### src/hw/rtl/sktsi_pkg.sv
// ----------------------------------------------------------------------------
// sktsi_pkg
// Shared types and constants for the sorted key table search/insert block.
// ----------------------------------------------------------------------------
package sktsi_pkg;

   localparam int TABLE_DEPTH_DEFAULT = 256;
   localparam int KEY_W               = 32;
   localparam int POS_W               = 8;
   localparam int ENTRY_COUNT_W       = 9;

   typedef enum logic [1:0] {
      ACT_LOOKUP = 2'd0,
      ACT_INSERT = 2'd1,
      ACT_CLEAR  = 2'd2
   } action_type;

   typedef enum logic [2:0] {
      ST_FOUND    = 3'd0,
      ST_MISS     = 3'd1,
      ST_INSERTED = 3'd2,
      ST_FULL     = 3'd3,
      ST_CLEARED  = 3'd4
   } status_type;

   typedef struct packed {
      action_type               action;
      logic signed [KEY_W-1:0]  key;
   } req_type;

   typedef struct packed {
      status_type                 status;
      logic [POS_W-1:0]           position;
      logic [ENTRY_COUNT_W-1:0]   entry_count;
   } rsp_type;

   // Outcome of one probe of the binary search
   typedef struct packed {
      logic  range_open;   // lo < hi, another probe is needed
      logic  below;        // stored key below search key
      logic  equal;        // stored key equals search key
   } probe_flags_type;

endpackage

### src/hw/rtl/sktsi_probe.sv
// ----------------------------------------------------------------------------
// sktsi_probe
// Shared search unit: midpoint of the open range and signed key compare.
// ----------------------------------------------------------------------------
module sktsi_probe #(
   parameter int CW = 9
) (
   input  logic [CW-1:0]                      lo,
   input  logic [CW-1:0]                      hi,
   input  logic signed [sktsi_pkg::KEY_W-1:0] stored_key,
   input  logic signed [sktsi_pkg::KEY_W-1:0] search_key,
   output logic [CW-1:0]                      mid,
   output logic [CW-1:0]                      mid_plus_one,
   output sktsi_pkg::probe_flags_type         flags
);

   logic [CW-1:0] span;

   always_comb begin
      span               = hi - lo;
      mid                = lo + (span >> 1);
      mid_plus_one       = mid + CW'(1);
      flags.range_open   = (lo < hi);
      flags.below        = (stored_key < search_key);
      flags.equal        = (stored_key == search_key);
   end

endmodule

### config.mk
export PLATFORM = sky130hd
export DESIGN_NAME = sktsi_probe
export DESIGN_NICKNAME = d
export VERILOG_FILES = /design/src/hw/rtl/sktsi_pkg.sv /design/src/hw/rtl/sktsi_probe.sv
export SDC_FILE = /design/constraint.sdc
export NUM_CORES = 1
export LEC_CHECK = 0
export BUFFER_PORTS_ARGS = -buffer_cell sky130_fd_sc_hd__buf_4
export CAP_MARGIN = 20
export CORE_AREA = 2 2 58 73
export DETAILED_ROUTE_END_ITERATION = 8
export DIE_AREA = 0 0 60 75
export PLACE_DENSITY = 0.81
export SETUP_SLACK_MARGIN = 0.2
export SKIP_LAST_GASP = 1
export SYNTH_ARGS = -nofsm -noshare
export SYNTH_HDL_FRONTEND = slang
export SYNTH_SLANG_ARGS = --single-unit
### constraint.sdc
create_clock -name vclk -period 8.4
set_input_delay 0.42 -clock vclk [all_inputs]
set_output_delay 0.42 -clock vclk [all_outputs]
set_load 0.01 [all_outputs]
==> impl_metrics.ini, run 1 <==
[run_status]
status = finished clean

[final_layout]
nClkBuffers = 0
nets = 470
syn_to_final_growth_pct = 51.06
final_cell_mix = 103 x buf_4, 54 x inv_1, 50 x ha_1
register_area_um2 = 0
layout_commonest_cell = buf_4
drive_above_1_share_pct = 32.93
antenna_cells = 0
final_util_pct = 65.72
instances_no_fill = 388
design_area_um2 = 2487
n_sequential_cell = 0

[placement]
pre_cts_ws_ps = 4487
placedCellCount = 388
placed_area_um2 = 2487
gp_congestion = 0.8045
dp_hpwl_um = 4015
numPortBuffers = 103

[global_routing]
grt_pass1_wl_um = 6665
grt_pass1_vias = 1718
grt_overflow = 0
grt_max_degree = 6
antenna_found_initial = 0
track_usage_pct = 18.34

[cts]
cts_resized = 0
postCtsSetupRepairBufs = 0
ctsHoldBuffers = 0

[floorplanning]
die_w_um = 60
core_area_um2 = 3785
start_util_pct = 43.50
die_y_um = 75
dieArea_um2 = 4500
num_rows = 25
num_io_pins = 103

[power]
clock_power_share_pct = 0
total_power_mw = 0.2940
combPwrFrac_pct = 100.0
power_density_nw_per_um2 = 118.2
switchingPower_mw = 0.1427
p_leak_nw = 1.473
seq_power_share_pct = 0
p_sw_share_pct = 48.53
internal_power_mw = 0.1513
max-vdd-ir-drop_mv = 0.08300

[route]
drcViolationCount = 0
wl_per_cell_um = 11.10
postRouteAntennaNets = 0
wl_um = 4307
dr.pass1.iters = 4
drt_iter0_markers = 27
viasPerCell = 4.848
vias = 1881

[critical_path]
crit_arrival_ps = 3520
cp-start-kind = primary input
critical_path_class = primary input to output pin
crit_path_end_kind = output pin
crit_path_max_fanout = 4
critPathRequiredTime_ps = 7980

[synth]
synth.largest_area_cell = ha_1
synth_top_area_share_pct = 37.99
ys_seq_area_share_pct = 0
synthCells = 231
ys_warn_count = 0
syn_nets = 365
synth.area.top_cells = ha_1 38%, inv_1 12%, xnor2_1 6.9%, a21oi_1 6.4%, a21o_1 4.1%
syn_area_um2 = 1647
avgSynthCellArea_um2 = 7.128
ys_types = 34

[worst_hold_path]
min_path_type = primary input to output pin

[timing]
finalMaxSlewViolations = 0
final-hold-violation-count = 0
worstMarginPinSlew_ps = 457.9
slew_headroom_pct = 69.26
fmax_mhz = 253.8
rsz0062_at_grt = false
fin_crit_ps = 3940
setup_ws_ps = 4460
fin_tns_setup_ps = 0
period_share_pct = 46.90
holdWs_ps = 1173
setup_viol = 0

[flow_run]
cap_violations = 0
[power groups by stage]
stage	Clock, mW	Sequential [mW]	Combinational [mW]
finish	0	0	0.294
floorplan	0	0	0.167
global route	0	0	0.323
detailed placement	0	0	0.296
CTS	0	0	0.297
global placement	0	0	0.292
[kinds of logic (layout without fill, tap and decap cells)]
group	count (synthesis)	after routing	synth area share, %
XOR/XNOR	19	19	10.11
AO/OA/AOI/OAI	55	55	21.88
buffers and inverters	54	157	12.31
AND/OR/NAND/NOR	51	51	15.27
adder cells (fa/ha/maj)	52	52	40.43
[critical path, stage by stage]
cell and delay, ps:
buf_4 100, inv_1 60, ha_1 300, nor2b_1 140, o21ai_1 150, a21boi_1 100
o21ai_1 210, nor2b_1 190, xnor2_1 130, ha_1 290, and3_1 200, a221oi_2 320
a21oi_1 120, xor2_1 270, nand4_1 160, xnor2_1 180, buf_4 140
[synth_stat cells]
| library cell | instances |
|---|---|
| o21ai_0 | 5 |
| nor2b_4 | 1 |
| or2_2 | 3 |
| nor2_1 | 13 |
| o21ai_1 | 3 |
| or2_1 | 1 |
| o31a_1 | 2 |
| fa_1 | 2 |
| xor2_1 | 6 |
| o211ai_1 | 1 |
| nand2_1 | 13 |
| a311oi_1 | 1 |
| o32a_1 | 1 |
| a21oi_1 | 21 |
| o21bai_1 | 2 |
| and3_1 | 1 |
| xnor2_1 | 13 |
| a21o_1 | 9 |
| a21oi_2 | 1 |
| inv_1 | 54 |
| o311a_1 | 1 |
| o22ai_2 | 1 |
| o21a_1 | 1 |
| a211oi_1 | 1 |
| o31ai_1 | 1 |
| or3_1 | 1 |
| nor3_1 | 4 |
| ha_1 | 50 |
| a21boi_1 | 1 |
| a221oi_2 | 1 |
| o22ai_1 | 2 |
| nand4_1 | 8 |
| nor2b_1 | 2 |
| nand3_1 | 4 |
[worst paths after layout]
| path | start | endpoint | slack (ps) | cells after the start |
|---|---|---|---|---|
| max | lo[1] | mid_plus_one[8] | 4460 | 17 |
| min | lo[8] | mid[8] | 1170 | 3 |
[metal layers]
metal | share of wire [%] | track usage [%] | wire length [um]
met1 | 39 | 19.71 | 1671
met2 | 53 | 37.56 | 2284
met3 | 6.2 | 1.203 | 266
met4 | 2.0 | 4.198 | 85
met5 | 0 | 0 | 0
[cell type report]
type	count	area [um^2]
Multi-Input combinational cell	177	1444
Fill cell	357	1297
Timing Repair Buffer	103	773.2
Inverter	54	202.7
Tap cell	54	67.56
(Power assumes the default switching activity.)
==> run 2, diff against run 1 <==
- clock period: 8.4 -> 4 ns (I/O delays scaled with it)
==> run 2 against run 1 <==
  * Core utilization is the same
  * Final cell count is the same
  * Critical path depth is the same
  * Clock-buffer cell count is the same
  * Setup slack lost 4000 ps
  * Combinational power grew 110%
  * Hold slack lost 440 ps
  * Sequential share of layout area is the same
  * Sequential cell count is the same
  * Wire length shrank 0.93%
  * Final area is the same
  * Critical path type unchanged
  * Largest cell class unchanged
==> impl_metrics.ini, run 2 (same netlist as run 1, synthesis figures left out) <==
[critical_path]
crit_slowest_cell = a221oi_2
critical_path_class = primary input to output pin
crit_end = mid_plus_one[8]
critPathRequiredTime_ps = 3800
slowest_delay_ps = 320
crit_path_max_fanout = 4
crit_path_end_kind = output pin
critPathBufInv = 3
path_depth = 17
crit_arrival_ps = 3290
worstPathCellList = buf_4, inv_1, ha_1, nor2b_1, o21ai_1, a21boi_1, o21ai_1, nor2b_1, xnor2_1, ha_1, and3_1, a221oi_2, a21oi_1, xor2_1, nand4_1, xnor2_1, buf_4
crit_family = compound AO/OA/AOI/OAI gates
crit_start = lo[1]
cp-start-kind = primary input

[power]
max-vdd-ir-drop_mv = 0.1640
p_leak_nw = 1.473
total_power_mw = 0.6160
power_density_nw_per_um2 = 247.6

[cts]
postCtsSetupRepairBufs = 0
cts_resized = 0
ctsHoldBuffers = 0

[route]
wl_per_cell_um = 11.00
drt_iter0_markers = 35
postRouteAntennaNets = 0
wl_um = 4267
viasPerCell = 4.786
drcViolationCount = 0
dr.pass1.iters = 4
vias = 1857

[final_layout]
multi_input_area_um2 = 1444
layout_commonest_cell = buf_4
register_area_um2 = 0
nClkBuffers = 0
final_cell_mix = 103 x buf_4, 54 x inv_1, 50 x ha_1
syn_to_final_growth_pct = 51.06
n_sequential_cell = 0
antenna_cells = 0
design_area_um2 = 2487
nets = 470
fillerInstances = 338
drive_above_1_share_pct = 32.93

[floorplanning]
die_y_um = 75
die_w_um = 60
dieArea_um2 = 4500
core_area_um2 = 3785
start_util_pct = 43.50
num_io_pins = 103
num_rows = 25

[global_routing]
grt_pass1_wl_um = 6561
grt_max_degree = 6
track_usage_pct = 18.17
antenna_found_initial = 0
grt_pass1_vias = 1662
grt_overflow = 0

[timing]
fin_tns_setup_ps = 0
final-hold-violation-count = 0
period_share_pct = 87.25
worstMarginPinSlew_ps = 437.5
rsz0062_at_grt = false
fin_crit_ps = 3490
setup_viol = 0
slew_headroom_pct = 70.63
fmax_mhz = 286.5
finalMaxSlewViolations = 0

[placement]
placed_area_um2 = 2487
dp_hpwl_um = 3986
numPortBuffers = 103
gp_congestion = 0.8044

[run_status]
status = finished clean

[worst_hold_path]
min_path_type = primary input to output pin

[flow_run]
cap_violations = 0
-- run 2: cell counts in the layout (fill, tap and decap cells not counted) --
No cell type changed its count.
-- run 2: how the worst min path moves through the flow --
stage | start | slack [ps] | depth (start not counted) | end
floorplan | lo[8] | 510 | 1 | mid[8]
global placement | lo[8] | 730 | 3 | mid[8]
detailed placement | lo[8] | 730 | 3 | mid[8]
CTS | lo[8] | 730 | 3 | mid[8]
global route | lo[8] | 740 | 3 | mid[8]
finish | lo[8] | 730 | 3 | mid[8]
-- run 2: layout make-up --
cell class | count | area share, %
timing repair buffer | 103 | 31.09
tap | 54 | 2.716
inverter | 54 | 8.149
multi-input combinational | 177 | 58.05
-- run 2: power by group --
group / switching [mW] / internal [mW]
Sequential: 0 / 0
Combinational: 0.298 / 0.318
Clock: 0 / 0
-- run 2: metal layers --
metal,GRT usage (%),share of wire [%],vias up
li1,-,-,997
met1,19.40,38,790
met2,37.80,54,64
met3,1.375,6.1,6
met4,2.963,1.3,0
met5,0,0,-
-- run 2: per-stage QoR --
stage / utilization, % / instances / setup WS [ps] / hold WS, ps
2_1_floorplan: - / 231 / 809.4 / 511.6
3_3_place_gp: 65.72 / 388 / 656.7 / 726.0
3_5_place_dp: 65.72 / 388 / 530.7 / 732.5
4_1_cts: 65.72 / 388 / 512.2 / 732.7
5_1_grt: 65.72 / 388 / 249.3 / 742.9
6_report: 65.72 / 388 / 510.0 / 733.9
==> run 3, diff against run 2 <==
- RECOVER_POWER: unset -> 100
==> run 3 against run 2 <==
  * Total power down 9.0%
  * Maximum frequency fell by 2.3%
  * Clock-buffer cell count did not move
  * Core utilization fell by 1.5 points
  * Sequential cell count unchanged
  * Combinational power decreased by 8.9%
  * Non-clock buffer count is the same
  * First-iteration DRC count is 2.9% lower
  * Via count rose by 0.11%
  * Final cell count is the same
  * Critical path type unchanged
  * Hold slack got worse by 0.82 ps
  * Final area shrank 2.3%
==> impl_metrics.ini, run 3 (same netlist as run 1, synthesis figures left out) <==
[power]
max-vdd-ir-drop_mv = 0.1506
power_density_nw_per_um2 = 230.7
p_leak_nw = 1.420

[placement]
pre_cts_ws_ps = 530.7
dp_hpwl_um = 3986
gp_congestion = 0.8044
numPortBuffers = 103

[cts]
ctsHoldBuffers = 0
cts_resized = 0
postCtsSetupRepairBufs = 0

[flow_run]
cap_violations = 0

[global_routing]
grt_max_degree = 6
track_usage_pct = 18.17
grt_overflow = 0
grt_pass1_vias = 1662
grt_pass1_wl_um = 6561
antenna_found_initial = 0

[final_layout]
register_area_um2 = 0
nClkBuffers = 0
antenna_cells = 0
final_util_pct = 64.23
nets = 470
layout_commonest_cell = buf_4
n_sequential_cell = 0
drive_above_1_share_pct = 28.44
syn_to_final_growth_pct = 47.64
final_cell_mix = 89 x buf_4, 54 x inv_1, 50 x ha_1

[timing]
setup_ws_ps = 427.3
period_share_pct = 89.32
slew_headroom_pct = 71.86
final-hold-violation-count = 0
fin_crit_ps = 3573
holdWs_ps = 733.1
worstMarginPinSlew_ps = 419.0
fmax_mhz = 279.9
fin_tns_setup_ps = 0
rsz0062_at_grt = false
setup_viol = 0
finalMaxSlewViolations = 0

[critical_path]
critPathRequiredTime_ps = 3800
cp-start-kind = primary input
crit_path_max_fanout = 4
crit_path_end_kind = output pin
crit_arrival_ps = 3370
critical_path_class = primary input to output pin

[floorplanning]
die_y_um = 75
die_w_um = 60
num_io_pins = 103
core_area_um2 = 3785
num_rows = 25
start_util_pct = 43.50
dieArea_um2 = 4500

[route]
wl_per_cell_um = 11.01
drcViolationCount = 0
wl_um = 4273
dr.pass1.iters = 3
viasPerCell = 4.791
postRouteAntennaNets = 0
drt_iter0_markers = 34
vias = 1859

[worst_hold_path]
holdPathStages = 3
min_path_type = primary input to output pin

[run_status]
status = finished clean
## run 3: cell count changes in the layout (fill, tap and decap cells not counted)
cell / change
or2_0: +1
or2_1: -1
a21oi_2: -1
a21oi_1: +1
o21ai_0: +1
clkbuf_1: +14
o21ai_1: -1
buf_4: -14
## run 3: worst max-delay path: stages
cell and delay (ps):
buf_4 100, inv_1 60, ha_1 300, nor2b_1 140, o21ai_1 160, a21boi_1 100, o21ai_0 280, nor2b_1 200
xnor2_1 130, ha_1 300, and3_1 200, a221oi_2 320, a21oi_1 120, xor2_1 260, nand4_1 160, xnor2_1 180
buf_4 140
## run 3: area by class of cell
| class | instances | area (um^2) |
|---|---|---|
| well taps | 54 | 67.56 |
| multi-input cells | 177 | 1440 |
| repair buffers | 103 | 720.7 |
| inverters | 54 | 202.7 |
| fillers | 358 | 1354 |
## run 3: routing by layer
metal,GRT usage [%],wire [um]
met4,2.963,56
met5,0,0
met1,19.40,1663
met3,1.375,243
met2,37.80,2310
## run 3: final timing paths
path               from         endpoint  slack, ps
setup / recovery  lo[1]  mid_plus_one[8]        430
hold / removal    lo[8]           mid[8]        730
## run 3: power breakdown
group / switching (mW) / internal, mW
Clock: 0 / 0
Combinational: 0.295 / 0.266
Sequential: 0 / 0
## run 3: metrics by stage
| stage | area, um^2 | power [mW] | cells |
|---|---|---|---|
| 4_1_cts | 2487 | 0.6225 | 388 |
| 5_1_grt | 2431 | 0.6232 | 388 |
| 3_5_place_dp | 2487 | 0.6196 | 388 |
| 6_report | 2431 | 0.5608 | 388 |
| 3_3_place_gp | 2487 | 0.6140 | 388 |
| 2_1_floorplan | 1647 | 0.3516 | 231 |
